--- src/hdl/ogbfq_pkg.sv ---
`default_nettype none
package ogbfq_pkg;
   localparam int MAX_BREAKPOINTS = 16;
   localparam int COORD_WIDTH     = 32;
   localparam int IDX_W           = $clog2(MAX_BREAKPOINTS);
   localparam int RANK_W          = IDX_W + 1;
   localparam int TOL_W           = 16;
   localparam int CNT_W           = 5;
   localparam int CELL_DEPTH      = MAX_BREAKPOINTS * MAX_BREAKPOINTS;
   localparam int CELL_AW         = 2 * IDX_W;
   localparam int QDEPTH          = 2;
   localparam int QAW             = 1;

   localparam logic [1:0] REQ_LOAD  = 2'd0;
   localparam logic [1:0] REQ_FILL  = 2'd1;
   localparam logic [1:0] REQ_QUERY = 2'd2;

   localparam logic [1:0] AXIS_X = 2'd0;
   localparam logic [1:0] AXIS_Y = 2'd1;
   localparam logic [1:0] AXIS_Z = 2'd2;

   localparam logic [1:0] ST_OK    = 2'd0;
   localparam logic [1:0] ST_X_MIS = 2'd1;
   localparam logic [1:0] ST_Y_MIS = 2'd2;
   localparam logic [1:0] ST_Z_MIS = 2'd3;

   localparam logic [1:0] CSR_X_COUNT = 2'd0;
   localparam logic [1:0] CSR_Y_COUNT = 2'd1;
   localparam logic [1:0] CSR_Z_COUNT = 2'd2;
   localparam logic [1:0] CSR_TOL     = 2'd3;

   typedef enum logic [1:0] {OP_DONE, OP_FILL, OP_QUERY} op_type;

   typedef struct packed {
      op_type                  op;
      logic [1:0]              status;
      logic                    box_in;
      logic [RANK_W-1:0]       i_lo;
      logic [RANK_W-1:0]       i_hi;
      logic [RANK_W-1:0]       j_lo;
      logic [RANK_W-1:0]       j_hi;
      logic [MAX_BREAKPOINTS-1:0] mask;
   } cmd_type;

   typedef enum logic [1:0] {F_IDLE, F_SCAN, F_PUSH} front_state_type;
   typedef enum logic [1:0] {B_IDLE, B_READ, B_CHECK, B_RESP} back_state_type;
endpackage
`default_nettype wire

--- src/hdl/ogbfq_front.sv ---
`default_nettype none
module ogbfq_front (
   input  wire logic                                  clock,
   input  wire logic                                  reset,
   input  wire logic                                  start,
   output logic                                       busy,
   input  wire logic [1:0]                            req_type,
   input  wire logic [1:0]                            axis_select,
   input  wire logic [ogbfq_pkg::IDX_W-1:0]           table_slot,
   input  wire logic [ogbfq_pkg::COORD_WIDTH-1:0]     breakpoint_value,
   input  wire logic [ogbfq_pkg::COORD_WIDTH-1:0]     lo_bound [3],
   input  wire logic [ogbfq_pkg::COORD_WIDTH-1:0]     hi_bound [3],
   input  wire logic [ogbfq_pkg::RANK_W-1:0]          count [3],
   input  wire logic [ogbfq_pkg::TOL_W-1:0]           tolerance,
   input  wire logic                                  q_full,
   output logic                                       q_push,
   output ogbfq_pkg::cmd_type                         q_cmd
);
   localparam int CW = ogbfq_pkg::COORD_WIDTH;
   localparam int NB = ogbfq_pkg::MAX_BREAKPOINTS;
   localparam int RW = ogbfq_pkg::RANK_W;
   localparam int IW = ogbfq_pkg::IDX_W;
   localparam int TOL_W_L = ogbfq_pkg::TOL_W;

   ogbfq_pkg::front_state_type state_ff, state_in;
   logic [CW-1:0] tab_ff [3][NB];
   logic [1:0]    type_ff;
   logic [CW-1:0] lo_ff [3], hi_ff [3];
   logic [RW-1:0] n_ff [3];
   logic [TOL_W_L-1:0] tol_ff;
   logic [IW-1:0] slot_ff, slot_in;
   logic          fl_ff [3], fh_ff [3], fl_in [3], fh_in [3];
   logic [IW-1:0] il_ff [3], ih_ff [3], il_in [3], ih_in [3];
   logic [RW-1:0] ra_ff [3], rb_ff [3], ra_in [3], rb_in [3];
   logic          accept;
   logic          ax_ok [3];
   logic [RW-1:0] k_lo, k_hi;

   assign busy   = (state_ff != ogbfq_pkg::F_IDLE);
   assign accept = start && !busy;

   // one table entry per axis each scan cycle
   always_comb begin
      logic signed [CW+1:0] b_ext, lo_t, hi_ext, b_t;
      logic                 live;
      for (int a = 0; a < 3; a++) begin
         fl_in[a] = fl_ff[a];
         fh_in[a] = fh_ff[a];
         il_in[a] = il_ff[a];
         ih_in[a] = ih_ff[a];
         ra_in[a] = ra_ff[a];
         rb_in[a] = rb_ff[a];
         b_ext  = {{2{tab_ff[a][slot_ff][CW-1]}}, tab_ff[a][slot_ff]};
         lo_t   = {{2{lo_ff[a][CW-1]}}, lo_ff[a]} + (CW+2)'(tol_ff);
         hi_ext = {{2{hi_ff[a][CW-1]}}, hi_ff[a]};
         b_t    = b_ext + (CW+2)'(tol_ff);
         live   = ({1'b0, slot_ff} < n_ff[a]);
         if (accept) begin
            fl_in[a] = 1'b0;
            fh_in[a] = 1'b0;
            ra_in[a] = '0;
            rb_in[a] = '0;
         end else if (state_ff == ogbfq_pkg::F_SCAN && live) begin
            if (!fl_ff[a] && tab_ff[a][slot_ff] == lo_ff[a]) begin
               fl_in[a] = 1'b1;
               il_in[a] = slot_ff;
            end
            if (!fh_ff[a] && tab_ff[a][slot_ff] == hi_ff[a]) begin
               fh_in[a] = 1'b1;
               ih_in[a] = slot_ff;
            end
            if (lo_t > b_ext) begin
               ra_in[a] = ra_ff[a] + RW'(1);
            end
            if (hi_ext > b_t) begin
               rb_in[a] = rb_ff[a] + RW'(1);
            end
         end
      end
   end

   always_comb begin
      state_in = state_ff;
      slot_in  = slot_ff;
      q_push   = 1'b0;
      q_cmd    = '0;
      k_lo     = '0;
      k_hi     = '0;
      for (int a = 0; a < 3; a++) begin
         ax_ok[a] = (ra_ff[a] != '0) && (ra_ff[a] != n_ff[a]) &&
                    (rb_ff[a] != '0) && (rb_ff[a] != n_ff[a]);
      end
      case (state_ff)
         ogbfq_pkg::F_IDLE: begin
            slot_in = '0;
            if (accept) begin
               if (req_type inside {ogbfq_pkg::REQ_FILL, ogbfq_pkg::REQ_QUERY}) begin
                  state_in = ogbfq_pkg::F_SCAN;
               end else begin
                  state_in = ogbfq_pkg::F_PUSH;
               end
            end
         end
         ogbfq_pkg::F_SCAN: begin
            slot_in = slot_ff + IW'(1);
            if (slot_ff == IW'(NB - 1)) begin
               state_in = ogbfq_pkg::F_PUSH;
            end
         end
         ogbfq_pkg::F_PUSH: begin
            q_cmd.op = ogbfq_pkg::OP_DONE;
            if (type_ff == ogbfq_pkg::REQ_FILL) begin
               if (!(fl_ff[0] && fh_ff[0])) begin
                  q_cmd.status = ogbfq_pkg::ST_X_MIS;
               end else if (!(fl_ff[1] && fh_ff[1])) begin
                  q_cmd.status = ogbfq_pkg::ST_Y_MIS;
               end else if (!(fl_ff[2] && fh_ff[2])) begin
                  q_cmd.status = ogbfq_pkg::ST_Z_MIS;
               end else begin
                  q_cmd.op   = ogbfq_pkg::OP_FILL;
                  q_cmd.i_lo = {1'b0, il_ff[0]};
                  q_cmd.i_hi = {1'b0, ih_ff[0]};
                  q_cmd.j_lo = {1'b0, il_ff[1]};
                  q_cmd.j_hi = {1'b0, ih_ff[1]};
                  k_lo       = {1'b0, il_ff[2]};
                  k_hi       = {1'b0, ih_ff[2]};
               end
            end else if (type_ff == ogbfq_pkg::REQ_QUERY) begin
               if (ax_ok[0] && ax_ok[1] && ax_ok[2]) begin
                  q_cmd.op   = ogbfq_pkg::OP_QUERY;
                  q_cmd.i_lo = ra_ff[0] - RW'(1);
                  q_cmd.i_hi = rb_ff[0];
                  q_cmd.j_lo = ra_ff[1] - RW'(1);
                  q_cmd.j_hi = rb_ff[1];
                  k_lo       = ra_ff[2] - RW'(1);
                  k_hi       = rb_ff[2];
               end
            end
            for (int k = 0; k < NB; k++) begin
               q_cmd.mask[k] = (RW'(k) >= k_lo) && (RW'(k) < k_hi);
            end
            if (!q_full) begin
               q_push   = 1'b1;
               state_in = ogbfq_pkg::F_IDLE;
            end
         end
         default: state_in = ogbfq_pkg::F_IDLE;
      endcase
   end

   always_ff @(posedge clock) begin
      if (reset) begin
         state_ff <= ogbfq_pkg::F_IDLE;
      end else begin
         state_ff <= state_in;
      end
   end

   always_ff @(posedge clock) begin
      slot_ff <= slot_in;
      for (int a = 0; a < 3; a++) begin
         fl_ff[a] <= fl_in[a];
         fh_ff[a] <= fh_in[a];
         il_ff[a] <= il_in[a];
         ih_ff[a] <= ih_in[a];
         ra_ff[a] <= ra_in[a];
         rb_ff[a] <= rb_in[a];
      end
      if (accept) begin
         type_ff <= req_type;
         tol_ff  <= tolerance;
         for (int a = 0; a < 3; a++) begin
            lo_ff[a] <= lo_bound[a];
            hi_ff[a] <= hi_bound[a];
            n_ff[a]  <= count[a];
         end
         if (req_type == ogbfq_pkg::REQ_LOAD) begin
            case (axis_select)
               ogbfq_pkg::AXIS_X: tab_ff[0][table_slot] <= breakpoint_value;
               ogbfq_pkg::AXIS_Y: tab_ff[1][table_slot] <= breakpoint_value;
               ogbfq_pkg::AXIS_Z: tab_ff[2][table_slot] <= breakpoint_value;
               default: ;
            endcase
         end
      end
   end
endmodule
`default_nettype wire

--- config.mk ---
export PLATFORM = sky130hd
export DESIGN_NAME = ogbfq_front
export DESIGN_NICKNAME = d
export VERILOG_FILES = /design/src/hdl/ogbfq_pkg.sv /design/src/hdl/ogbfq_front.sv
export SDC_FILE = /design/constraint.sdc
export NUM_CORES = 2
export LEC_CHECK = 0
export ABC_CLOCK_PERIOD_IN_PS = 10820
export BUFFER_PORTS_ARGS = -buffer_cell sky130_fd_sc_hd__buf_4
export CORE_MARGIN = 5
export CORE_UTILIZATION = 50
export DETAILED_ROUTE_END_ITERATION = 10
export PLACE_DENSITY = 0.63
export SLEW_MARGIN = 20
export SYNTH_ARGS = -nofsm -noshare
export SYNTH_HDL_FRONTEND = slang
export SYNTH_SLANG_ARGS = --single-unit
--- constraint.sdc ---
create_clock -name clock -period 10.82 [get_ports clock]
set_input_delay 0.541 -clock clock [delete_from_list [all_inputs] [get_ports clock]]
set_output_delay 0.541 -clock clock [all_outputs]
set_load 0.01 [all_outputs]
---- Yosys cells after proc, flatten, opt, wreduce, memory -nomap -nowiden ----
Memories as Yosys holds them, arrays and structs flattened.
Index checks and enable logic that the tools add are counted.
word-level totals
  bits of input ports ..................... 267
  RAM bits ................................ 1803
  logic and storage cells ................. 288
  register bits after elaboration ......... 24
  output and inout port bits .............. 43
  memories ................................ 10
memories
  memory       words  width  read ports  clocked after memory_dff  wr ports  RTL line           source
  tab_ff       3      512    3           0                         1         ogbfq_front.sv:26  logic [CW-1:0] tab_ff [3][NB];
  hi_ff        3      32     3           0                         3         ogbfq_front.sv:28  logic [CW-1:0] lo_ff [3], hi_ff [3];
  lo_ff        3      32     3           0                         3         ogbfq_front.sv:28
  n_ff         3      5      3           0                         3         ogbfq_front.sv:29  logic [RW-1:0] n_ff [3];
  ra_ff        3      5      3           0                         3         ogbfq_front.sv:34  logic [RW-1:0] ra_ff [3], rb_ff [3], ra_in [3], rb_in [3];
  rb_ff        3      5      3           0                         3         ogbfq_front.sv:34
  +4 memories  --     --     --          --                        --        --
operators by class
  reduce and logical (&&, ||, !) cells .... 63
  eq/ne operators ......................... 24
  bitwise logic cells ..................... 2
  add/subtract/negate cells ............... 16
  order comparisons ....................... 44
  mux-type cells .......................... 125
operator list
  cell                   count
  $mux W512              7
  $reduce_or A512 Y1     2
  $bmux W32 S4           3
  $mux W32               7
  $add A32 B17 Y33       6
  $eq A32 B32 Y1         6
  $mux W5                26
  $demux W32 S4          1
  $mux W4                25
  $gt A32 B33 Y1         3
  $gt A33 B32 Y1         3
  $mux W20               3
  $mux W19               3
  $logic_and A1 B1 Y1    41
  $ge A4 B5 Y1 const A   8
  $lt A4 B5 Y1 const A   8
  $mux W36               1
  $mux W1                33
  $add A5 B1 Y5 const B  6
  $ne A5 B5 Y1           6
  $reduce_bool A5 Y1     6
  $mux W2                14
  $ge A3 B5 Y1 const A   4
  $lt A3 B5 Y1 const A   4
  other kinds (21)       48

---- Logic depth before layout (Yosys ltp) ----
An unclocked memory read counts as a cell.
  depth in word-level cells ............... 14
  mapped depth ............................ 31
  depth with buffers taken out ............ 24

---- Worst setup path before layout ----
Ideal clock, no wire load.
  kind .................................... input -> register
  start ................................... input start
  end ..................................... memory hi_ff[0][0] in the netlist's numbering, enable pin
  data required time ...................... 10.143 ns
  setup time .............................. 0.677 ns
  path buffers ............................ 3
  stages on the path ...................... 5
  path slack .............................. 2.727 ns
  arrival time ............................ 7.416 ns
  cells stage by stage .................... nand2_1 > clkbuf_1 > inv_1 > clkbuf_1 > clkbuf_1
RTL lines
  item                RTL line           source
  start: declaration  ogbfq_front.sv:5   input wire logic start,
  end: declaration    ogbfq_front.sv:28

==> reports/metrics.yaml <==
status: "complete, no violations"
cap_violations: 0
gp_congestion: 0.940
die_w_um: 425
fillerInstances: 13100
synth_edf_count: 1789
finalNonFillerCells: 8429
cts_buffers: 187
ys_seq_area_share_pct: 63.3
die-height_um: 425
async_flop_share_pct: 0
power_leakage_nw: 34.7
totalWireLength_um: 268000
grt_setup_unrepaired: "false"
peakVddDrop_v: 0.000138
crit_arrival_ns: 8.50
cts_tree: "done"
p_per_area_mw_per_mm2: 181
routedWlPerCell_um: 31.8
cts_resized: 0
fmax_mhz: 128
grt_pass1_vias: 51500
worstMarginPinSlew_ns: 1.26
gr-usage-all-layers_pct: 29.4
drt_iter0_markers: 6284
cts_num_sinks: 1827
postSynthCellCount: 5336
syn_area_mm2: 0.0860
skew_ns: 0.0392
relSlewSlack_pct: 14.6
synth-simple-area-share_pct: 5.33
placeableCoreArea_mm2: 0.171
start_util_pct: 50.2
dp_hpwl_um: 176000
ys_ff_latch: 1827
synthAdderAreaFrac_pct: 4.75
avgSynthCellArea_um2: 16.1
core.rowCount: 152
synth-main-ff-cell: "edfxtp_1"
finalSetupTns_ns: 0
critPathKind: "reg2reg"
cts_root_buf: "clkbuf_16"
regArea_mm2: 0.0545
via_per_inst: 6.25
nets: 6551
dpl.cell_count: 7855
drtPass1Iterations: 8
cts_max_level: 4
clk_path_buf_depth: 3
postRouteAntennaNets: 0
cp-start-kind: "flop"
overflow: 0
yosys.cell_types.count: 92
finalMaxSlewViolations: 0
vias: 52700
finalCritPeriodShare_pct: 72.0
grt_antenna_before_repair: 14
place_ws_ns: 3.13
grt_max_degree: 109
multiInputGateArea_mm2: 0.0301
grt_pass1_wl_um: 377000
hold_viol_final: 0
drc_errors: 0
critPathRequiredTime_ns: 11.53
drive_gt1_share_pct: 19.9
syn_nets: 5926
portBuffers: 308
synth_compound_area_share_pct: 5.36
synth_top_family_by_area: "multiplexers"
worst_slack_ns: 3.03
die_area_mm2: 0.180
end_kind: "flop"
final_util_pct: 58.1
synth_mux_area_share_pct: 14.1
hold_path_class: "in2reg"
critPathMaxFanout: 89
syn_to_final_growth_pct: 15.7
setup_viol: 0
yosys_warnings: 0
ios: 310
worstSkewPairLatency_ns: 0.84
period_needed_ns: 7.79
synthXorXnorAreaFrac_pct: 5.01
path_clk_slew_ns: 0.06
==> critical path, cell delays in order, from the launching register on <==
cell and delay, ns:
edfxtp_1 0.90, buf_12 0.54, mux4_2 0.59, mux2i_1 0.39, mux2i_1 0.20, ha_1 0.27, fa_1 0.42, a21o_1 0.17
a21o_1 0.22, a2111oi_0 0.68, o31ai_1 0.26, o211ai_1 0.29, nand2_1 0.27, and2_1 0.26, xnor2_1 0.13, ha_1 0.31
nand4_1 0.16, nor4_1 0.39, nand3_1 0.13, o221ai_1 0.32, inv_1 0.12, o21ai_0 0.19, mux2_2 0.38
==> layout by cell type (no fill, tap or decap), types with 30 or more instances in the layout <==
cell,instances
o211ai_1,31
clkbuf_16,188
nand4_1,87
ha_1,317
clkinv_1,30
and3_1,36
mux2_2,44
mux4_2,387
clkinv_2,31
xnor2_1,315
buf_4,406
a211oi_1,30
mux2i_1,267
nor4_1,34
nand2_1,200
nand3_1,95
o21ai_0,104
xor2_1,177
edfxtp_1,1789
a21oi_1,165
a21o_1,119
nor3_1,61
clkbuf_1,46
nor2_1,191
nor2_4,48
dfxtp_1,38
inv_1,158
dlygate4sd3_1,227
==> cells in the mapped netlist, types with 24 or more instances <==
cell / instances / area [um^2]
nand4_1: 87 / 544
xor2_1: 177 / 1550
nand2b_1: 29 / 181
buf_4: 43 / 323
nor2_1: 239 / 897
a211oi_1: 30 / 225
o21ai_0: 104 / 521
mux4_2: 387 / 8720
o21a_1: 26 / 195
a21o_1: 119 / 893
inv_1: 162 / 608
a21oi_1: 165 / 826
o211ai_1: 31 / 233
nor3_1: 61 / 305
buf_6: 24 / 270
mux2_2: 44 / 495
buf_2: 62 / 310
xnor2_1: 315 / 2760
mux2i_1: 275 / 2750
nand3_1: 95 / 475
clkbuf_1: 60 / 225
nor4_1: 35 / 219
edfxtp_1: 1789 / 53700
a31oi_1: 28 / 175
nand2_1: 200 / 751
and3_1: 36 / 225
ha_1: 317 / 3970
dfxtp_1: 38 / 761
nor2b_1: 29 / 181
==> per-stage QoR <==
stage	total power [mW]	instance area, um^2	hold WS (ns)
floorplan	10.5	86000	0.448
global placement	11.7	91300	0.462
detailed placement	11.7	91300	0.476
CTS	18.0	99500	0.160
global route	18.7	99500	0.194
finish	18.0	99500	0.207
==> metal layers <==
| metal | vias up | track usage (%) | share of wire [%] |
|---|---|---|---|
| met1 | 27300 | 43.4 | 42 |
| met2 | 2621 | 43.9 | 45 |
| li1 | 22400 | - | - |
| met5 | - | 0 | 0.017 |
| met4 | 8 | 8.47 | 2.9 |
| met3 | 382 | 6.95 | 10 |
==> power by group <==
part	switching, mW	internal, mW
Clock	2.76	3.49
Sequential	0.195	7.88
Combinational	2.18	1.49
==> worst paths after layout <==
path,slack [ns],start,cells past startpoint,endpoint
setup / recovery,3.03,slot_ff[1],22,rb_ff[0][11]
hold / removal,0.21,breakpoint_value[22],1,tab_ff[0][438]
setup reg to reg,3.03,slot_ff[1],22,rb_ff[0][11]
hold reg to reg,0.49,fh_ff[0][1],2,fh_ff[0][1]
==> registers in the layout, indices dropped and copies added, names as in the netlist <==
register  count
tab_ff     1536
hi_ff        96
lo_ff        96
tol_ff       16
n_ff         15
ra_ff        15
rb_ff        15
ih_ff        12
il_ff        12
slot_ff       4
fh_ff         3
fl_ff         3
state_ff      2
type_ff       2
==> cell families (layout without fill, tap and decap cells) <==
kind of cell,Yosys count,in the layout
other cells,1,10
simple gates,921,921
flops,1827,1827
mux,715,715
compound gates,688,688
buf+inv,369,1143
fa+ha+maj,323,323
xor+xnor,492,492
==> area by class of cell <==
| type | count | area share (%) |
|---|---|---|
| multi-input combinational | 3140 | 30.3 |
| antenna | 9 | 0.0226 |
| clock buffer | 236 | 4.93 |
| tap | 2310 | 2.90 |
| inverter | 163 | 0.637 |
| clock inverter | 102 | 0.998 |
| sequential | 1827 | 54.7 |
| timing repair buffer | 642 | 5.53 |
==> what timing repair did <==
action,4_1_cts,5_1_grt
endpoints found under the hold margin,227,0
hold buffers,227,0
setup buffers,0,0
(Power assumes the default switching activity.)
