===== config.mk =====
export PLATFORM = sky130hd
export DESIGN_NAME = ogbfq_queue
export DESIGN_NICKNAME = d
export VERILOG_FILES = /design/src/hdl/ogbfq_pkg.sv /design/src/hdl/ogbfq_queue.sv
export SDC_FILE = /design/constraint.sdc
export NUM_CORES = 1
export LEC_CHECK = 0
export ABC_AREA = 0
export BUFFER_PORTS_ARGS = -buffer_cell sky130_fd_sc_hd__buf_2
export CORE_ASPECT_RATIO = 1.25
export CORE_MARGIN = 2
export CORE_UTILIZATION = 58
export CTS_BUF_LIST = sky130_fd_sc_hd__clkbuf_8
export DETAILED_ROUTE_END_ITERATION = 6
export PLACE_DENSITY = 0.92
export REMOVE_ABC_BUFFERS = 1
export SLEW_MARGIN = 20
export SYNTH_ARGS = -nofsm -noshare
export SYNTH_HDL_FRONTEND = slang
export SYNTH_SLANG_ARGS = --single-unit

===== constraint.sdc =====
create_clock -name clock -period 3.6 [get_ports clock]
set_input_delay 0.18 -clock clock [delete_from_list [all_inputs] [get_ports clock]]
set_output_delay 0.18 -clock clock [all_outputs]
set_load 0.05 [all_outputs]

===== src/hdl/ogbfq_pkg.sv =====
`default_nettype none
package ogbfq_pkg;
   localparam int MAX_BREAKPOINTS = 16;
   localparam int COORD_WIDTH     = 32;
   localparam int IDX_W           = $clog2(MAX_BREAKPOINTS);
   localparam int RANK_W          = IDX_W + 1;
   localparam int TOL_W           = 16;
   localparam int CNT_W           = 5;
   localparam int CELL_DEPTH      = MAX_BREAKPOINTS * MAX_BREAKPOINTS;
   localparam int CELL_AW         = 2 * IDX_W;
   localparam int QDEPTH          = 2;
   localparam int QAW             = 1;

   localparam logic [1:0] REQ_LOAD  = 2'd0;
   localparam logic [1:0] REQ_FILL  = 2'd1;
   localparam logic [1:0] REQ_QUERY = 2'd2;

   localparam logic [1:0] AXIS_X = 2'd0;
   localparam logic [1:0] AXIS_Y = 2'd1;
   localparam logic [1:0] AXIS_Z = 2'd2;

   localparam logic [1:0] ST_OK    = 2'd0;
   localparam logic [1:0] ST_X_MIS = 2'd1;
   localparam logic [1:0] ST_Y_MIS = 2'd2;
   localparam logic [1:0] ST_Z_MIS = 2'd3;

   localparam logic [1:0] CSR_X_COUNT = 2'd0;
   localparam logic [1:0] CSR_Y_COUNT = 2'd1;
   localparam logic [1:0] CSR_Z_COUNT = 2'd2;
   localparam logic [1:0] CSR_TOL     = 2'd3;

   typedef enum logic [1:0] {OP_DONE, OP_FILL, OP_QUERY} op_type;

   typedef struct packed {
      op_type                  op;
      logic [1:0]              status;
      logic                    box_in;
      logic [RANK_W-1:0]       i_lo;
      logic [RANK_W-1:0]       i_hi;
      logic [RANK_W-1:0]       j_lo;
      logic [RANK_W-1:0]       j_hi;
      logic [MAX_BREAKPOINTS-1:0] mask;
   } cmd_type;

   typedef enum logic [1:0] {F_IDLE, F_SCAN, F_PUSH} front_state_type;
   typedef enum logic [1:0] {B_IDLE, B_READ, B_CHECK, B_RESP} back_state_type;
endpackage
`default_nettype wire


===== src/hdl/ogbfq_queue.sv =====
`default_nettype none
module ogbfq_queue (
   input  wire logic               clock,
   input  wire logic               reset,
   input  wire logic               push,
   input  wire ogbfq_pkg::cmd_type push_cmd,
   output logic                    full,
   input  wire logic               pop,
   output logic                    empty,
   output ogbfq_pkg::cmd_type      head
);
   localparam int AW = ogbfq_pkg::QAW;

   ogbfq_pkg::cmd_type slot_ff [ogbfq_pkg::QDEPTH];
   logic [AW-1:0] wp_ff, rp_ff;
   logic [AW:0]   fill_ff;

   assign full  = (fill_ff == (AW+1)'(ogbfq_pkg::QDEPTH));
   assign empty = (fill_ff == '0);
   assign head  = slot_ff[rp_ff];

   always_ff @(posedge clock) begin
      if (reset) begin
         wp_ff   <= '0;
         rp_ff   <= '0;
         fill_ff <= '0;
      end else begin
         if (push && !full) begin
            wp_ff <= wp_ff + AW'(1);
         end
         if (pop && !empty) begin
            rp_ff <= rp_ff + AW'(1);
         end
         fill_ff <= fill_ff + (AW+1)'(push && !full) - (AW+1)'(pop && !empty);
      end
   end

   always_ff @(posedge clock) begin
      if (push && !full) begin
         slot_ff[wp_ff] <= push_cmd;
      end
   end
endmodule
`default_nettype wire


---- Yosys cells after proc, flatten, opt, wreduce, memory -nomap -nowiden ----
Memories as Yosys holds them, arrays and structs flattened. A register that Yosys moved wholly into a read port is not among the register bits.
Cells that the tools add are included.
operators by class
  add/subtract/negate cells ............... 4
  eq/ne operators ......................... 1
  muxes and demuxes ....................... 4
  reduce and logical (&&, ||, !) cells .... 5
operator list
  kind                                  number
  2-to-1 mux 1 bit                      4
  adder 1 bit, second input constant    2
  adder 2 x 1 -> 2 bit                  1
  == test 2 bit, second input constant  1
  logical AND 1 bit                     2
  logical NOT 1 bit                     2
  logical NOT 2 bit                     1
  subtractor 2 x 1 -> 2 bit             1
storage, ports and cells
  bits in registers ....................... 4
  bits in writable memories ............... 82
  bits of input ports ..................... 45
  output and inout bits ................... 43
  logic and storage cells ................. 18
  memories ................................ 1
memories
  name     words  bits a word  read ports  clocked after memory_dff  write ports  RTL line           text
  slot_ff  2      41           1           1                         1            ogbfq_queue.sv:14  ogbfq_pkg::cmd_type slot_ff [ogbfq_pkg::QDEPTH];

---- Logic depth before layout (Yosys ltp) ----
Gate-level depths: netlist of run 1.
  word-level depth ........................ 5
  depth in mapped cells ................... 8
  gate-level depth less buffers ........... 8

---- Worst setup path after synthesis of run 1 ----
OpenSTA, ideal clock, no wires.
  kind .................................... register to register
  from .................................... register fill_ff[0]
  to ...................................... memory slot_ff[0][0] (netlist bit) (enable)
  library setup time ...................... 395 ps
  arrival time ............................ 1,767 ps
  data required time ...................... 3,205 ps
  path slack .............................. 1,438 ps
  cell stages (with the launch flop) ...... 5
  path buffers ............................ 0
  clock period less this slack ............ 2,162 ps
  cells stage by stage .................... dfxtp_1 -> nand2b_2 -> inv_2 -> or3_1 -> inv_1
between the ends
  word-level cells in the longest chain between the ends .. 5
ends and longest elaborated chain
  element                                 RTL line           text
  start: declaration                      ogbfq_queue.sv:16  logic [AW:0] fill_ff;
  start signal: assignment                ogbfq_queue.sv:34  fill_ff <= fill_ff + (AW+1)'(push && !full) - (AW+1)'(pop && !empty);
  == test 2 bit                           ogbfq_queue.sv:18  assign full = (fill_ff == (AW+1)'(ogbfq_pkg::QDEPTH));
  net full                                ogbfq_queue.sv:7   output logic full,
  logical NOT 1 bit                       ogbfq_queue.sv:39  if (push && !full) begin
  logical AND 1 bit                       ogbfq_queue.sv:39
  2-to-1 mux 1 bit                        ogbfq_queue.sv:39
  2-to-1 mux 1 bit (implied by the code)  ogbfq_queue.sv:40  slot_ff[wp_ff] <= push_cmd;
  end: declaration                        ogbfq_queue.sv:14
The timed path passes the listed nets, and every way through them passes these cells.

==> reports/metrics.csv, run 1 <==
stage,metric,value,unit
placed_design,dpl cells,302,
die,chip height,86.8,um
sta,Setup Skew,0.00875,ns
detailed_routing,WL final,5270,um
yosys,syn avg cell area,20.5,um2
pwr,PwrDens,836,nW/um2
cells_and_area,Non-Filler Instances,318,
setup_path,crit path launch type,flip-flop,
yosys,"Distinct cells, synth",21,
detailed_routing,1st-iter DRT viols,171,
global_route,GRT Residual Overflow,0,
sta,f_max,465,MHz
detailed_routing,DRC violations left,0,
sta,RSZ-0062 raised after global routing,false,
clock_tree,post_cts resized,0,
clock_tree,CTS Hold Bufs,0,
die,die area,6100,um2
setup_path,WP data required,3.42,ns
run_status,status,"complete, no violations",
setup_path,CP endpoint kind,output pin,
cells_and_area,Nets,296,
setup_path,CP arrival,1.97,ns
die,Core Box Area,5370,um2
yosys,Syn Inst Count,155,
clock_tree,Num CTS Buffers,9,
clock_tree,H-tree Lvls,3,
sta,final hold viol count,0,
placed_design,post-DP HPWL,3420,um
sta,Setup Viol. Count Final,0,
cells_and_area,Layout area overhead,21.9,%
pwr,Power Total,3240,uW
detailed_routing,DRT Pass-1 Iters,4,
global_route,largest net degree at the start of global routing,42,
pwr,P_leak,0.00147,uW
yosys,number of synthesized register bits,87,
sta,fin. max-slew vios,0,
detailed_routing,antenna-violating nets left,0,
clock_tree,maximum clock path buffer count,2,
die,die width,70.3,um
cells_and_area,layout cell share with drive strength beyond 1,57.5,%
cells_and_area,Fillers,341,
global_route,initial antenna violation count,0,
clock_tree,clk root buf,clkbuf_8,
placed_design,Buffers on Ports,87,
sta,fin crit share,59.8,%
sta,Max transition margin,35.0,%
setup_path,type of the worst setup path,reg -> out,
detailed_routing,drt via density,5.22,
global_route,first-pass GRT wire length,8050,um
pwr,Worst VDD drop,0.625,mV
clock_tree,clk sink count,87,
placed_design,Final GP Congestion,0.664,
yosys,post-synthesis sequential area ratio,80.5,%
sta,final setup TNS,0,ns
die,Starting Density,59.3,%
detailed_routing,WL/cell,16.6,um
yosys,Synth Warn #,0,
die,num rows,30,
cells_and_area,ANT cells,0,
global_route,Tot GR Track Use,17.8,%
global_route,vias in the first global route,1655,
detailed_routing,via count,1660,
setup_path,CP max FO,41,
clock_tree,"Reg clk slew, reported paths",0.09,ns
die,# IOs,88,
run,Max-cap violations,0,
hold_path,Min-Delay Path Class,in -> reg,
sta,Final Critical Period,2.15,ns
clock_tree,CTS tree,done,
yosys,synthesized area,3180,um2
clock_tree,# Post-CTS Setup Buffers,0,
clock_tree,"Clk Latency, worst-skew pair",0.34,ns
sta,Slew @ Worst Pin,0.975,ns
## area by class of cell
type	instances	area, um2	area share [%]
sequential	87	2560	66.1
multi-input combinational	59	581	15.0
timing repair buffer	88	443	11.4
clock buffer	9	124	3.19
tap	64	80.1	2.06
clock inverter	7	72.6	1.87
inverter	4	15.0	0.387
## logic make-up (layout without fill, tap and decap cells)
family | after synthesis | in the layout | synth area share (%)
compound gates | 3 | 3 | 0.550
xor+xnor | 2 | 2 | 0.550
fa+ha+maj | 2 | 2 | 0.786
buf+inv | 9 | 108 | 1.26
flops | 87 | 87 | 80.5
mux | 41 | 41 | 14.5
simple gates | 11 | 11 | 1.85
## per-layer routing
layer | track usage, % | wire length (um) | vias to the layer above
li1 | - | - | 787
met1 | 22.7 | 2230 | 795
met2 | 29.3 | 2630 | 67
met3 | 4.19 | 309 | 11
met4 | 7.87 | 100 | 0
met5 | 0 | 0 | -
## per-stage QoR
stage | cell area [um2] | util, % | hold slack (ns) | setup slack, ns
floorplan | 3160 | - | 0.249 | 1.44
global placement | 3680 | 68.6 | 0.368 | 1.32
detailed placement | 3680 | 68.6 | 0.371 | 1.27
CTS | 3880 | 72.3 | 0.00857 | 1.26
global route | 3880 | 72.3 | 0.00892 | 1.35
finish | 3880 | 72.3 | 0.0175 | 1.45
## Yosys cell counts
cell type / number / area share, %
a21oi_1: 1 / 0.16
and2_1: 1 / 0.20
and3_2: 1 / 0.24
buf_2: 5 / 0.79
dfxtp_1: 5 / 3.1
edfxtp_1: 82 / 77
ha_1: 2 / 0.79
inv_1: 3 / 0.35
inv_2: 1 / 0.12
mux2_1: 3 / 1.1
mux2_2: 38 / 13
nand2_1: 1 / 0.12
nand2b_2: 1 / 0.28
nor2_1: 4 / 0.47
nor2b_1: 1 / 0.20
nor3_1: 1 / 0.16
o21a_1: 1 / 0.24
o21ai_0: 1 / 0.16
or3_1: 1 / 0.20
xnor2_1: 1 / 0.28
xor2_1: 1 / 0.28
## registers in the layout, indices dropped and copies added, names as in the netlist, named ones only
signal,count
fill_ff,2
slot_ff,82
rp_ff,1
wp_ff,1
## cells in the final DEF (no fill, tap or decap), drive strengths merged
cell,synthesis,layout
buf,5,88
edfxtp,82,82
mux2,41,41
clkbuf,0,9
dfxtp,5,5
inv,4,5
nor2,4,4
clkinvlp,0,4
ha,2,2
o21a,1,1
nand2b,1,1
nand2,1,1
and3,1,1
or3,1,1
nor2b,1,1
xnor2,1,1
o21ai,1,1
a21oi,1,1
xor2,1,1
and2,1,1
nor3,1,1
clkinv,0,1
bufinv,0,1
## critical path, cell delays in order, from the launching register on
cell and delay [ns]:
dfxtp_2 0.97, mux2_2 0.43, buf_2 0.21
## path summary, 6_finish.rpt
check | from | endpoint | slack [ns] | cells past startpoint
setup / recovery | flip-flop | head[10] | 1.45 | 2
hold / removal | push_cmd[27] | slot_ff[0][27]$_DFFE_PP_ | 0.02 | 1
setup reg to reg | fill_ff[0]$_SDFF_PP0_ | slot_ff[0][2]$_DFFE_PP_ | 1.56 | 5
hold reg to reg | wp_ff$_SDFFE_PP0P_ | wp_ff$_SDFFE_PP0P_ | 0.52 | 2
## report_power, final
group	leakage [uW]	switching, uW	internal (uW)
clock network	0.0000855	333	320
logic	0.000579	850	338
registers	0.000808	109	1290
Note: power is estimated with default switching activity, not from simulation.
==> inputs of run 2 (changes only) <==
--- a/config.mk
+++ b/config.mk
@@ -9,10 +9,10 @@
 export BUFFER_PORTS_ARGS = -buffer_cell sky130_fd_sc_hd__buf_2
 export CORE_ASPECT_RATIO = 1.25
 export CORE_MARGIN = 2
-export CORE_UTILIZATION = 58
+export CORE_UTILIZATION = 54
 export CTS_BUF_LIST = sky130_fd_sc_hd__clkbuf_8
 export DETAILED_ROUTE_END_ITERATION = 6
-export PLACE_DENSITY = 0.92
+export PLACE_DENSITY = 0.87
 export REMOVE_ABC_BUFFERS = 1
 export SLEW_MARGIN = 20
 export SYNTH_ARGS = -nofsm -noshare
==> constraint.sdc (replaced) <==
create_clock -name clock -period 2 [get_ports clock]
set_input_delay 0.1 -clock clock [delete_from_list [all_inputs] [get_ports clock]]
set_output_delay 0.1 -clock clock [all_outputs]
set_load 0.05 [all_outputs]
==> reports/metrics.csv, run 2 (synthesis gave the netlist of run 1 again) <==
stage,metric,value,unit,change
run_status,status,"complete, no violations",,
clock_tree,"Reg clk slew, reported paths",0.08,ns,about the same
sta,Max transition margin,82.1,%,+47 points
setup_path,end of the critical path,head[15],,
setup_path,RR Startpoint,fill_ff[0]$_SDFF_PP0_,,
cells_and_area,layout cell share with drive strength beyond 1,49.0,%,-8.5 points
clock_tree,Num CTS Buffers,9,,unchanged
pwr,PwrDens,1380,nW/um2,+66%
placed_design,Final GP Congestion,0.721,,+8.7%
pwr,P_leak,0.00169,uW,+15%
die,chip height,89.8,um,+3.5%
sta,Final Critical Period,1.60,ns,
sta,fin crit share,80.1,%,
cells_and_area,"commonest non-fill, non-tap cell in the layout",buf_2,,
global_route,Tot GR Track Use,18.0,%,+0.25 points
cells_and_area,final core occ,75.9,%,+3.7 points
cells_and_area,"commonest cells after routing, fill and taps aside","buf_2, edfxtp_1, dlygate4sd3_1",,
clock_tree,H-tree Lvls,3,,unchanged
sta,Setup Skew,0.00992,ns,+0.00117 ns
setup_path,type of the worst setup path,reg -> out,,
cells_and_area,ANT cells,0,,unchanged
global_route,GRT Residual Overflow,0,,unchanged
clock_tree,clk sink count,87,,unchanged
setup_path,CP max FO,41,,unchanged
clock_tree,"Clk Latency, worst-skew pair",0.33,ns,about the same
detailed_routing,1st-iter DRT viols,84,,-51%
placed_design,Buffers on Ports,87,,unchanged
global_route,initial antenna violation count,0,,unchanged
setup_path,max incr delay on CP,0.38,ns,-0.59 ns
clock_tree,clk root buf,clkbuf_8,,
die,num rows,31,,+3.3%
sta,Setup Viol. Count Final,0,,unchanged
cells_and_area,Regs by FF count,"slot_ff: 82 flops, fill_ff: 2 flops",,
detailed_routing,WL final,5760,um,+9.4%
setup_path,crit path launch type,flip-flop,,
clock_tree,post_cts resized,0,,unchanged
cells_and_area,Top reg by flops,slot_ff,,
setup_path,slowest cell on the critical path,mux2_2,,
global_route,vias in the first global route,1890,,+14%
detailed_routing,via count,1799,,+8.4%
placed_design,placed cell area,3740,um2,+1.5%
setup_path,CP endpoint kind,output pin,,
detailed_routing,drt via density,4.97,,-4.8%
hold_path,Min-Delay Path Class,in -> reg,,
die,Core Box Area,5740,um2,+6.9%
cells_and_area,post-route cell area,4360,um2,+12%
setup_path,WP data required,1.90,ns,-1.52 ns
global_route,first-pass GRT wire length,8690,um,+7.9%
global_route,largest net degree at the start of global routing,42,,unchanged
sta,Slew @ Worst Pin,0.270,ns,-0.706 ns
setup_path,CP arrival,1.50,ns,-0.47 ns
cells_and_area,Layout area overhead,36.9,%,
detailed_routing,WL/cell,15.9,um,-3.9%
die,# IOs,88,,unchanged
die,Starting Density,55.4,%,-3.9 points
detailed_routing,DRT Pass-1 Iters,4,,unchanged
detailed_routing,DRC violations left,0,,unchanged
cells_and_area,Largest register FFs,82,,unchanged
setup_path,"Critical Path, Cell by Cell","buf_12, mux2_2, buf_2",,
sta,RSZ-0062 raised after global routing,false,,
placed_design,DP Worst Slack,0.424,ns,-0.848 ns
setup_path,FF-to-FF path depth,5,,unchanged
sta,PnR worst setup slack,0.397,ns,-1.05 ns
setup_path,capture point of the worst reg-to-reg path,slot_ff[0][28]$_DFFE_PP_,,
cells_and_area,Nets,340,,+15%
placed_design,post-DP HPWL,3460,um,+1.3%
sta,f_max,624,MHz,
die,die width,72.7,um,+3.4%
clock_tree,maximum clock path buffer count,2,,unchanged
detailed_routing,antenna-violating nets left,0,,unchanged
die,die area,6530,um2,+7.0%
pwr,Worst VDD drop,0.931,mV,+49%
setup_path,R2R setup slack,0.41,ns,-1.15 ns
run,Max-cap violations,0,,unchanged
sta,fin. max-slew vios,0,,unchanged
hold_path,hold wc startpoint,push,,
sta,final hold viol count,0,,unchanged
clock_tree,CTS tree,done,,
run 2: cell count changes in the layout (fill, tap and decap cells not counted), sizes merged:
| cell | before | now |
|---|---|---|
| bufinv | 1 | 2 |
| dlygate4sd3 | 0 | 42 |
| clkinvlp | 4 | 1 |
| buf | 88 | 90 |
run 2: power breakdown:
| part | total [uW] | switching [uW] | internal (uW) | leakage, uW |
|---|---|---|---|---|
| Combinational | 2400 | 1680 | 716 | 0.000776 |
| Clock | 1230 | 547 | 684 | 0.000102 |
| Sequential | 2400 | 80.8 | 2320 | 0.000808 |
| Total | 6030 | 2310 | 3720 | 0.00169 |
run 2: cell type report:
cell class	count	area [um2]
multi-input cells	59	581
clock inverters	5	76.3
clock buffers	9	124
inverters	4	15.0
repair buffers	132	916
flip-flops and latches	87	2560
fillers	357	1380
well taps	66	82.6
run 2: how the worst min path moves through the flow:
stage / end / slack, ns / depth (start not counted)
2_1_floorplan: wp_ff$_SDFFE_PP0P_ / 0.17 / 1
3_3_place_gp: slot_ff[0][37]$_DFFE_PP_ / 0.29 / 1
3_5_place_dp: slot_ff[0][32]$_DFFE_PP_ / 0.29 / 1
4_1_cts: wp_ff$_SDFFE_PP0P_ / 0.16 / 4
5_1_grt: wp_ff$_SDFFE_PP0P_ / 0.20 / 4
6_report: wp_ff$_SDFFE_PP0P_ / 0.17 / 4
run 2: repair_timing:
action                                  4_1_cts  5_1_grt
setup buffers                                 0        0
hold buffers                                 42        0
endpoints found under the setup margin        0        0
hold endpoints to repair                     87        0
run 2: routing by layer:
layer	vias up	part of all wire (%)	track usage [%]
met2	43	58	33.4
li1	871	-	-
met4	0	2.1	10.6
met1	877	37	18.8
met5	-	0	0
met3	8	3.2	2.02
run 2: critical path: cells and delay by family (launching register included):
family	cells	cell delay [ns]
buffers and inverters	2	0.44
flip-flops	1	0.34
multiplexers	1	0.38
run 2: stage by stage:
step | hold slack, ns | instances | total power, uW | setup TNS (ns)
after floorplan | 0.169 | 150 | 4230 | -6.65
after global placement | 0.288 | 306 | 4740 | 0
after detailed placement | 0.292 | 306 | 4790 | 0
after CTS | 0.157 | 362 | 6080 | 0
after global routing | 0.202 | 362 | 6270 | 0
final | 0.173 | 362 | 6030 | 0
==> inputs of run 3 (changes only) <==
==> constraint.sdc (replaced) <==
create_clock -name clock -period 1.5 [get_ports clock]
set_input_delay 0.075 -clock clock [delete_from_list [all_inputs] [get_ports clock]]
set_output_delay 0.075 -clock clock [all_outputs]
set_load 0.05 [all_outputs]
==> reports/metrics.csv, run 3 (synthesis gave the netlist of run 1 again) <==
stage,metric,value,unit,change
clock_tree,"Clk Latency, worst-skew pair",0.35,ns,+0.02 ns
pwr,Power Total,8840,uW,+47%
cells_and_area,Fillers,271,,-24%
sta,PnR worst setup slack,-0.0525,ns,-0.450 ns
cells_and_area,Nets,350,,+2.9%
placed_design,placed cell area,3800,um2,+1.7%
sta,final hold viol count,0,,unchanged
sta,Setup Viol. Count Final,35,,+35
pwr,Int Pwr,5450,uW,+46%
pwr,Sw Share,38.4,%,+0.12 points
die,# IOs,88,,unchanged
die,Starting Density,55.4,%,unchanged
detailed_routing,drt via density,5.10,,+2.7%
pwr,clock power share,15.2,%,-5.2 points
detailed_routing,1st-iter DRT viols,145,,+73%
cells_and_area,final core occ,83.5,%,+7.6 points
clock_tree,Num CTS Buffers,9,,unchanged
sta,f_max,644,MHz,
die,chip height,89.8,um,unchanged
die,Core Box Area,5740,um2,unchanged
setup_path,R2R setup slack,-0.05,ns,-0.46 ns
setup_path,capture point of the worst reg-to-reg path,fill_ff[1]$_SDFF_PP0_,,
cells_and_area,"commonest cells after routing, fill and taps aside","edfxtp_1, buf_2, dlygate4sd3_1",,
placed_design,Buffers on Ports,87,,unchanged
pwr,PwrDens,1850,nW/um2,+33%
clock_tree,maximum clock path buffer count,2,,unchanged
die,num rows,31,,unchanged
sta,Final Critical Period,1.55,ns,
pwr,P_leak,0.00186,uW,+10%
run_status,status,finished with violations,,
pwr,Psw,3400,uW,+47%
cells_and_area,Largest register FFs,82,,unchanged
clock_tree,clk root buf,clkbuf_8,,
sta,RSZ-0062 raised after global routing,true,,
sta,Setup Skew,0.00872,ns,-0.00120 ns
placed_design,Final GP Congestion,0.745,,+3.3%
pwr,Sequential Power Share,36.9,%,-2.9 points
global_route,first-pass GRT wire length,10100,um,+16%
clock_tree,"Reg clk slew, reported paths",0.08,ns,about the same
run_status,failing checks,setup timing,,
pwr,Worst VDD drop,1.39,mV,+49%
cells_and_area,Top reg by flops,slot_ff,,
clock_tree,H-tree Lvls,3,,unchanged
setup_path,FF-to-FF path depth,7,,+2
detailed_routing,DRT Pass-1 Iters,4,,unchanged
detailed_routing,via count,1909,,+6.1%
cells_and_area,FF+latch area,2570,um2,+0.20%
die,die area,6530,um2,unchanged
setup_path,RR Startpoint,fill_ff[0]$_SDFF_PP0_,,
cells_and_area,Regs by FF count,"slot_ff: 82 flops, fill_ff: 2 flops",,
global_route,vias in the first global route,2077,,+9.9%
clock_tree,clk sink count,87,,unchanged
die,die width,72.7,um,unchanged
setup_path,CP endpoint kind,flip-flop,,
cells_and_area,Layout area overhead,50.6,%,
global_route,largest net degree at the start of global routing,42,,unchanged
setup_path,CP max FO,3,,-93%
detailed_routing,antenna-violating nets left,0,,unchanged
global_route,GRT Residual Overflow,0,,unchanged
hold_path,worst hold stages,4,,unchanged
setup_path,CP arrival,1.81,ns,+0.31 ns
hold_path,Min-Delay Path Class,in -> reg,,
detailed_routing,WL final,7340,um,+27%
hold_path,hold wc startpoint,push,,
run,Max-cap violations,0,,unchanged
cells_and_area,"commonest non-fill, non-tap cell in the layout",edfxtp_1,,
sta,fin. max-slew vios,0,,unchanged
placed_design,post-DP HPWL,3540,um,+2.3%
setup_path,type of the worst setup path,reg -> reg,,
clock_tree,CTS tree,done,,
pwr,combinational group share of total power,47.9,%,+8.1 points
detailed_routing,DRC violations left,0,,unchanged
setup_path,crit path launch type,flip-flop,,
hold_path,hold path endpoint,wp_ff$_SDFFE_PP0P_,,
setup_path,WP data required,1.76,ns,-0.14 ns
sta,Slew @ Worst Pin,0.250,ns,-0.0194 ns
detailed_routing,WL/cell,19.6,um,+23%
sta,final setup TNS,-0.981,ns,-0.981 ns
global_route,initial antenna violation count,1,,+1
setup_path,worst setup path startpoint,fill_ff[0]$_SDFF_PP0_,,
cells_and_area,post-route cell area,4790,um2,+10%
cells_and_area,layout cell share with drive strength beyond 1,54.1,%,+5.1 points
sta,fin crit share,104,%,
cells_and_area,multi-input logic area,642,um2,+11%
sta,final hold slack,0.176,ns,+0.00283 ns
global_route,Tot GR Track Use,21.6,%,+3.6 points
sta,Max transition margin,83.4,%,+1.3 points
[run 3: power by group through the flow]
| stage | Sequential [uW] | Clock, uW | Combinational, uW |
|---|---|---|---|
| finish | 3260 | 1340 | 4240 |
| global route | 3290 | 1460 | 4400 |
| CTS | 3220 | 1350 | 3920 |
| detailed placement | 3260 | 0 | 3240 |
| global placement | 3230 | 0 | 3210 |
| floorplan | 3330 | 0 | 2300 |
[run 3: final cells by class]
class,instances,share of cell area (%)
sequential,87,53.6
timing repair buffer,142,27.7
multi-input combinational,59,13.4
clock buffer,9,2.58
tap,66,1.72
clock inverter,6,0.627
inverter,4,0.366
antenna,1,0.0522
[run 3: critical path, stage by stage, from the launching register on]
cell	delay, ns
dfxtp_2	0.34
o21a_1	0.22
ha_4	0.27
inv_1	0.03
ha_2	0.18
xor2_2	0.15
and2_1	0.16
nor3_1	0.12
[run 3: worst max-delay path by stage]
stage / to / cells after the start
finish: fill_ff[1]$_SDFF_PP0_ / 7
global route: fill_ff[1]$_SDFF_PP0_ / 8
CTS: head[27] / 3
detailed placement: slot_ff[0][27]$_DFFE_PP_ / 5
global placement: slot_ff[0][3]$_DFFE_PP_ / 5
floorplan: slot_ff[0][0]$_DFFE_PP_ / 4
[run 3: repair_timing]
item,4_1_cts,5_1_grt
endpoints found under the hold margin,87,0
pin swaps,4,2
hold buffers,42,0
setup endpoints to repair,70,66
gates resized for setup,86,14
setup buffers,2,0
gates cloned,0,3
[run 3: per-stage QoR]
step / worst slack (ns) / std cells
after global routing: -0.0899 / 374
final: -0.0525 / 374
after floorplan: -0.662 / 150
after global placement: 0.0128 / 311
after CTS: -0.0222 / 370
after detailed placement: -0.0337 / 311
[run 3: per-layer routing]
metal  up-vias  part of all wire (%)  track usage (%)
met3        10                   3.9             5.61
met2        65                    60             41.0
li1        887                     -                -
met1       947                    35             20.5
met4         0                   1.5             10.2
met5         -                     0                0
